[src/semigraphic_sprite_or_macros.svh]
// assertion macros used by the semigraphic sprite controller
`ifndef SEMIGRAPHIC_SPRITE_OR_MACROS_SVH
`define SEMIGRAPHIC_SPRITE_OR_MACROS_SVH

// same-cycle implication, quiet while reset is asserted
`define SGSPR_ASSERT_IMP(name, clk, rst_n, ante, cons) \
	name: assert property (@(posedge clk) disable iff (!rst_n) (ante) |-> (cons)) \
		else $error("sgspr same-cycle check failed");

// next-cycle implication, quiet while reset is asserted
`define SGSPR_ASSERT_NXT(name, clk, rst_n, ante, cons) \
	name: assert property (@(posedge clk) disable iff (!rst_n) (ante) |=> (cons)) \
		else $error("sgspr next-cycle check failed");

`endif

[src/sgspr_pkg.sv]
// shared types, constants and character helpers for the semigraphic sprite block
`default_nettype none

package sgspr_pkg;

	// screen geometry
	localparam int SCREEN_COLUMNS = 80;
	localparam int SCREEN_CELLS   = 2048;
	localparam int CELLS_PER_BAND = 4;
	localparam int CELL_AW        = $clog2(SCREEN_CELLS);
	localparam int CHAR_W         = 8;

	// y / 3 as (y * 171) >> 9, exact for 8-bit y
	localparam int DIV3_RECIP = 171;
	localparam int DIV3_SHIFT = 9;
	localparam int YPROD_W    = 16;
	localparam int QUOT_W     = 7;
	localparam int BASE_W     = 14;

	// byte written to the first cell by a begin item
	localparam logic [CHAR_W-1:0] GFX_MODE_BYTE = 8'd132;
	localparam logic [CELL_AW-1:0] GFX_MODE_CELL = '0;

	typedef enum logic [1:0] {
		MODE_BEGIN   = 2'd0,
		MODE_BAND    = 2'd1,
		MODE_HOST_WR = 2'd2,
		MODE_HOST_RD = 2'd3
	} mode_t;

	typedef enum logic [3:0] {
		ST_CLEAR,
		ST_IDLE,
		ST_BEGIN,
		ST_HOST_WR,
		ST_HOST_RD,
		ST_BAND_RD,
		ST_BAND_WR,
		ST_BAND_END,
		ST_DONE
	} state_t;

	// controller to datapath
	typedef struct packed {
		logic capture;
		logic clr_wr;
		logic begin_wr;
		logic host_wr;
		logic host_rd;
		logic cell_rd;
		logic cell_wr;
		logic k_inc;
		logic band_adv;
		logic out_load;
	} cmd_t;

	// datapath to controller
	typedef struct packed {
		logic clr_last;
		logic cell_active;
		logic k_last;
	} sts_t;

	// 2x3 block character to its 6-bit pattern, non-graphic bytes give zero
	function automatic logic [5:0] sg_decode(input logic [CHAR_W-1:0] c);
		logic [5:0] v;
		v = '0;
		if (!c[7] && c[5]) begin
			v = {c[6], c[4:0]};
		end
		return v;
	endfunction

	// 6-bit pattern back to the block character
	function automatic logic [CHAR_W-1:0] sg_encode(input logic [5:0] v);
		return {1'b0, v[5], 1'b1, v[4:0]};
	endfunction

	// pixel pair of column k in one bitmap byte: bit 7-2k to bit 0, bit 6-2k to bit 1
	function automatic logic [1:0] sg_pair(input logic [7:0] row, input logic [1:0] k);
		logic [7:0] sh;
		sh = row >> {~k, 1'b0};
		return {sh[0], sh[1]};
	endfunction

	function automatic logic [5:0] sg_mask(input logic [7:0] r0, input logic [7:0] r1,
			input logic [7:0] r2, input logic [1:0] k);
		return {sg_pair(r2, k), sg_pair(r1, k), sg_pair(r0, k)};
	endfunction

endpackage

`default_nettype wire

[src/sgspr_ctrl.sv]
// controller: clearing sweep, per-item sequencing and output valid
`default_nettype none
`include "semigraphic_sprite_or_macros.svh"

module sgspr_ctrl (
	input  wire logic          clk,
	input  wire logic          arst_n,
	input  wire logic          in_valid,
	output logic               in_stall,
	input  wire logic [1:0]    mode,
	output logic               out_valid,
	input  wire logic          out_stall,
	output sgspr_pkg::cmd_t    cmd,
	input  wire sgspr_pkg::sts_t sts
);

	import sgspr_pkg::*;

	state_t state_q;
	state_t state_nxt;
	logic   out_valid_q;
	logic   out_free;

	assign out_free  = !out_valid_q || !out_stall;
	assign in_stall  = (state_q != ST_IDLE);
	assign out_valid = out_valid_q;

	// next state
	always_comb begin
		state_nxt = state_q;
		case (state_q)
			ST_CLEAR: begin
				if (sts.clr_last) begin
					state_nxt = ST_IDLE;
				end
			end
			ST_IDLE: begin
				if (in_valid) begin
					case (mode_t'(mode))
						MODE_BEGIN:   state_nxt = ST_BEGIN;
						MODE_BAND:    state_nxt = ST_BAND_RD;
						MODE_HOST_WR: state_nxt = ST_HOST_WR;
						MODE_HOST_RD: state_nxt = ST_HOST_RD;
						default:      state_nxt = ST_IDLE;
					endcase
				end
			end
			ST_BEGIN:   state_nxt = ST_DONE;
			ST_HOST_WR: state_nxt = ST_DONE;
			ST_HOST_RD: state_nxt = ST_DONE;
			ST_BAND_RD: begin
				if (sts.cell_active) begin
					state_nxt = ST_BAND_WR;
				end else if (sts.k_last) begin
					state_nxt = ST_BAND_END;
				end
			end
			ST_BAND_WR: begin
				state_nxt = sts.k_last ? ST_BAND_END : ST_BAND_RD;
			end
			ST_BAND_END: state_nxt = ST_DONE;
			ST_DONE: begin
				if (out_free) begin
					state_nxt = ST_IDLE;
				end
			end
			default: state_nxt = ST_CLEAR;
		endcase
	end

	// commands
	always_comb begin
		cmd = '0;
		case (state_q)
			ST_CLEAR:   cmd.clr_wr   = 1'b1;
			ST_IDLE:    cmd.capture  = in_valid;
			ST_BEGIN:   cmd.begin_wr = 1'b1;
			ST_HOST_WR: cmd.host_wr  = 1'b1;
			ST_HOST_RD: cmd.host_rd  = 1'b1;
			ST_BAND_RD: begin
				cmd.cell_rd = sts.cell_active;
				cmd.k_inc   = !sts.cell_active && !sts.k_last;
			end
			ST_BAND_WR: begin
				cmd.cell_wr = 1'b1;
				cmd.k_inc   = !sts.k_last;
			end
			ST_BAND_END: cmd.band_adv = 1'b1;
			ST_DONE:     cmd.out_load = out_free;
			default:     cmd = '0;
		endcase
	end

	// state and output valid
	always_ff @(posedge clk or negedge arst_n) begin
		if (!arst_n) begin
			state_q     <= ST_CLEAR;
			out_valid_q <= 1'b0;
		end else begin
			state_q <= state_nxt;
			if (cmd.out_load) begin
				out_valid_q <= 1'b1;
			end else if (out_valid_q && !out_stall) begin
				out_valid_q <= 1'b0;
			end
		end
	end

	// checks
	`SGSPR_ASSERT_IMP(a_wr_after_rd, clk, arst_n, cmd.cell_wr, $past(cmd.cell_rd))
	`SGSPR_ASSERT_IMP(a_valid_from_done, clk, arst_n, $rose(out_valid_q), $past(state_q == ST_DONE))
	`SGSPR_ASSERT_NXT(a_accept_leaves_idle, clk, arst_n, in_valid && !in_stall, state_q != ST_IDLE)
	`SGSPR_ASSERT_NXT(a_done_holds, clk, arst_n, state_q == ST_DONE && out_valid_q && out_stall, state_q == ST_DONE)

endmodule

`default_nettype wire

[config.mk]
export PLATFORM = sky130hd
export DESIGN_NAME = sgspr_ctrl
export DESIGN_NICKNAME = d
export VERILOG_FILES = /design/src/sgspr_pkg.sv /design/src/sgspr_ctrl.sv
export VERILOG_INCLUDE_DIRS = /design/src /design/src/src
export SDC_FILE = /design/constraint.sdc
export NUM_CORES = 1
export LEC_CHECK = 0
export ABC_AREA = 1
export BUFFER_PORTS_ARGS = -buffer_cell sky130_fd_sc_hd__buf_2
export CAP_MARGIN = 20
export CELL_PAD_IN_SITES_DETAIL_PLACEMENT = 0
export CELL_PAD_IN_SITES_GLOBAL_PLACEMENT = 1
export CORE_ASPECT_RATIO = 0.8
export CORE_MARGIN = 5
export CORE_UTILIZATION = 29
export DETAILED_ROUTE_END_ITERATION = 16
export GPL_ROUTABILITY_DRIVEN = 1
export PLACE_DENSITY = 0.72
export SYNTH_ARGS = -nofsm -noshare
export SYNTH_HDL_FRONTEND = slang
export SYNTH_SLANG_ARGS = --single-unit
[constraint.sdc]
create_clock -name clk -period 1.25 [get_ports clk]
set_input_delay 0.0625 -clock clk [delete_from_list [all_inputs] [get_ports clk]]
set_output_delay 0.0625 -clock clk [all_outputs]
set_load 0.1 [all_outputs]
======== Word level (Yosys, flattened, before mapping) ========
Index checks and enable logic that the tools add are counted.
storage, ports and cells
  flip-flop bits (word level) ............. 5
  logic and storage cells ................. 50
  output and inout bits ................... 12
operators by class
  reduce and logical (&&, ||, !) cells .... 12
  equal/unequal tests ..................... 16
  mux-type cells .......................... 20
operators by type and width
  kind                  count
  $pmux W4 S6           1
  $mux W4               5
  $eq A4 B3 Y1 const B  4
  $pmux W4 S4           1
  $mux W1               11
  $eq A4 B2 Y1 const B  2
  $ne A2 B2 Y1 const B  3
  $eq A2 B2 Y1 const B  2
  $eq A4 B1 Y1 const B  1
  $eq A4 B4 Y1 const B  1
  $logic_not A1 Y1      4
  $logic_not A4 Y1      1
  $ne A4 B1 Y1 const B  1
  $reduce_and A4 Y1     1
  $reduce_or A4 Y1      1
  $ne A3 B3 Y1 const B  1
  $eq A2 B1 Y1 const B  1
  $logic_and A1 B1 Y1   2
  $logic_not A2 Y1      1
  $mux W2               1
  $pmux W1 S2           1
  $reduce_bool A2 Y1    1
  $logic_or A1 B1 Y1    1

======== Depth between registers and ports, before layout ========
  word-level depth ........................ 4
  depth in mapped cells ................... 8

======== Worst setup path after synthesis ========
Ideal clock, no wire load.
  path kind ............................... flip-flop to output port
  start point ............................. reg state_q[3]
  end point ............................... out cmd[7] (netlist bit)
  slack ................................... -1603 ps
  arrival time ............................ 2791 ps
  path buffers ............................ 0
  cell stages (with the launch flop) ...... 4
  path through ............................ dfrtp_1 -> nor2_1 -> inv_1 -> nor3_1
RTL lines
  item                    line               source
  from (decl)             sgspr_ctrl.sv:19   state_t state_q;
  from (signal assigned)  sgspr_ctrl.sv:100  state_q <= state_nxt;
  to (decl)               sgspr_ctrl.sv:13   output sgspr_pkg::cmd_t cmd,

==> results.md <==
Status:
- The flow ran to the end, but the final reports show violations.
- The final reports fail on setup timing.

Global route:
- The largest net degree at the start of global routing is 8.
- Global routing consumed, over all layers together, 11.9% of the routing resources.
- The met3 global-route usage is 3.92%.
- The global-route track usage on met2 is 21.2%.
- The busiest metal layer after global routing is met2.
- Global routing used 14.0% of the available met1 tracks.
- The sum of overflow across all layers after global routing is 0.
- The initial antenna violation count is 0.
- The first global-routing pass estimated 2.48 mm of wire.
- The via count of the first global-routing pass is 633.

STA:
- The worst hold slack is 75.4 ps.
- Across all setup checks in the final design, the least slack found is -203 ps.
- The worst-margin pin slew is 484 ps.
- The post-route minimum period is 1450 ps.
- Derived from the worst setup path, the maximum achievable clock frequency is 688 MHz.
- The max-slew violation count is 0.
- The total count of hold-check failures in the final report is 0.
- The clock arrives with 3.49 ps of skew.
- Setup repair after global routing could not meet its margin everywhere.
- The worst pin sits at a relative slew slack of 68.0%.
- Setup violations remaining at the end of the flow were counted as 15.
- The share of the cycle needed by the critical path after routing is 116%.

Floorplanning:
- Measured along the y axis, the die boundary spans 46.3 um.
- The area inside the core boundary is 0.00159 mm^2.
- The floorplan die area is 0.00256 mm^2.
- Measured along the x axis, the die boundary spans 55.3 um.
- The initial core utilization is 29.9%.
- The floorplan has 13 rows.
- 21 I/O pins were placed.

Yosys:
- The share of the yosys chip area belonging to registers is 26.2%.
- The portion of synthesized cell area occupied by the leading cell type is 26.2%.
- Counting flops with a built-in enable in the synthesized netlist gives 0.
- Synthesis produced a netlist with a net count of 90.
- After technology mapping, the gate count stands at 77.
- Summing every instance area after synthesis gives 477 um^2.
- The number of flip-flops and latches in the synthesized netlist is 5.
- The leading area contributor after synthesis is dfrtp_1.
- Sorting the synthesized cells by how often they occur yields 19 x nand2_1, 16 x nor2_1, 9 x inv_1.
- By area the synthesized netlist is led by dfrtp_1 26%, nand2_1 15%, nor2_1 13%.
- Counting flops with an async set or reset pin after synthesis yields a share of 100%.
- The mean post-synth cell area is 6.19 um^2.
- In the post-synthesis netlist, the cell with the most instances is nand2_1.
- Among all flip-flop cells after synthesis, the most frequent one is dfrtp_1.
- Yosys printed 0 warnings.
- The unique cell type count in the Yosys netlist is 17.

CTS:
- In this run, CTS created clock tree buffers numbering 3.
- The buffer depth of the longest clock path is 2.
- The number of H-tree levels is 1.
- The root buffer selected by CTS is clkbuf_4.
- The post-CTS clock slew at the launch and capture registers of the worst setup and hold paths is 40 ps.
- The TritonCTS clock tree is done.
- The clock sink count is 5.
- The latest clock arrival within the worst-skew pair is 230 ps.

Min path:
- Counting instances, the worst hold path has a depth of 3.
- The kind of path behind the tightest hold check is input pin to flip-flop.

Route:
- Before antenna repair, the detailed router went through 4 iterations.
- The total wire length after detailed routing is 1.50 mm.
- The total number of vias is 582.
- The first routing iteration left 7 violations.
- The post-route antenna net violation count is 0.
- The post-detailed-route DRC marker count is 0.
- In the routed layout, each cell is associated on average with a via count of 4.28.
- In the final routed layout, each cell accounts on average for 11.0 um.

Cells and area:
- The number of nets in the layout is 128.
- The layout cell share with drive strength beyond 1 is 65.8%.
- The number of antenna diodes in the final layout is 0.
- Leaving out filler cells and counting taps, the final layout contains 136.
- Compared with the post-synthesis result, the final layout area differs by 120%.
- For this run, the share of the core covered by cells in the final layout is 65.9%.

Worst setup path:
- The critical path goes through nor2_4, nand3_2, nand2_2, inv_2, nor2_4, buf_12.
- For the worst setup path, the data arrival time is 1390 ps.
- Measured in cells, the most critical reg-to-reg path has a length of 8.
- The largest fanout on the critical path is 7.
- The critical path's largest stage delay is 440 ps.
- By startpoint and endpoint, the worst setup path is classified as flip-flop to primary output.
- The launching element type of the critical path is a flip-flop.
- The worst setup path is captured at a primary output.
- STA puts the critical path data required time at 1190 ps.
- In this design, the critical path's most frequently occurring cell is nor2_4.
- Among all stages on the critical path, the largest delay is contributed by dfrtp_2.
- The internal reg-to-reg setup slack is -120 ps.

Placed design:
- In this run, placement finished with an instance count of 122.
- Summed over all nets, the half-perimeter wirelength after detailed placement is 1.15 mm.
- The port buffer count is 20.
- The final weighted congestion of routability-driven global placement is 0.746.

Job:
- Across the run, the number of max-cap violations was 0.
-- timing repair --
item / in CTS / in global routing
pin swaps: 9 / 3
endpoints found under the hold margin: 5 / 0
setup buffers: 6 / 3
setup endpoints to repair: 12 / 15
hold buffers: 1 / 0
resized for setup: 5 / 6
-- path summary, 6_finish.rpt --
path	from	endpoint
max	state_q[1]	cmd[2]
min in group asynchronous	arst_n	state_q[2]
min reg2reg	out_valid	out_valid
max in group asynchronous	arst_n	out_valid
max reg2reg	state_q[3]	state_q[0]
min	out_stall	out_valid
-- critical path, delay by kind of cell (launching register included) --
| kind | cells | cell delay (ps) |
|---|---|---|
| DFF | 1 | 440 |
| and+or+nand+nor | 4 | 490 |
| buffers and inverters | 2 | 230 |
-- cells by family after synthesis --
family	Yosys count	share of synthesized area (%)
simple gates	48	45.4
buf+inv	16	12.6
fa+ha+maj	4	10.5
flops	5	26.2
compound gates	4	5.25
-- layer usage --
layer / share of wire [%] / routed length [um]
met1: 41 / 610
met2: 52 / 780
met3: 7.1 / 106
met4: 0 / 0
met5: 0 / 0
-- area by class of cell --
class                           instances  area (um^2)
Fill cell                             144          544
Multi-Input combinational cell         56          413
Timing Repair Buffer                   33          382
Sequential cell                         5          134
Inverter                               16         67.6
Tap cell                               22         27.5
Clock buffer                            4         26.3
-- sequential cells by signal, summed over array words and instances, names as in the netlist --
name and cells:
out_valid 1, state_q 4
-- per-stage QoR --
stage | area, um^2 | setup TNS, ps | setup slack, ps
after detailed placement | 900 | -16.6 | -16.6
after CTS | 1010 | -1730 | -217
final | 1050 | -1820 | -203
after global placement | 900 | 0 | 9.72
after floorplan | 584 | -1010 | -317
after global routing | 1050 | -2680 | -265
-- cells in the final DEF (no fill, tap or decap), types with 2 or more instances in the layout --
cell type	Yosys	layout
nand3_2	1	2
buf_4	0	10
nand3_1	4	3
inv_1	9	6
nor2_1	16	7
ha_1	4	4
nand2_2	1	7
buf_2	0	9
nand2_1	19	12
dfrtp_2	0	4
nor2_4	1	13
inv_2	7	8
clkbuf_4	0	3
buf_12	0	12
Power is not shown: default switching activity piles up to over one toggle a cycle in this logic, so the estimate is an artifact.
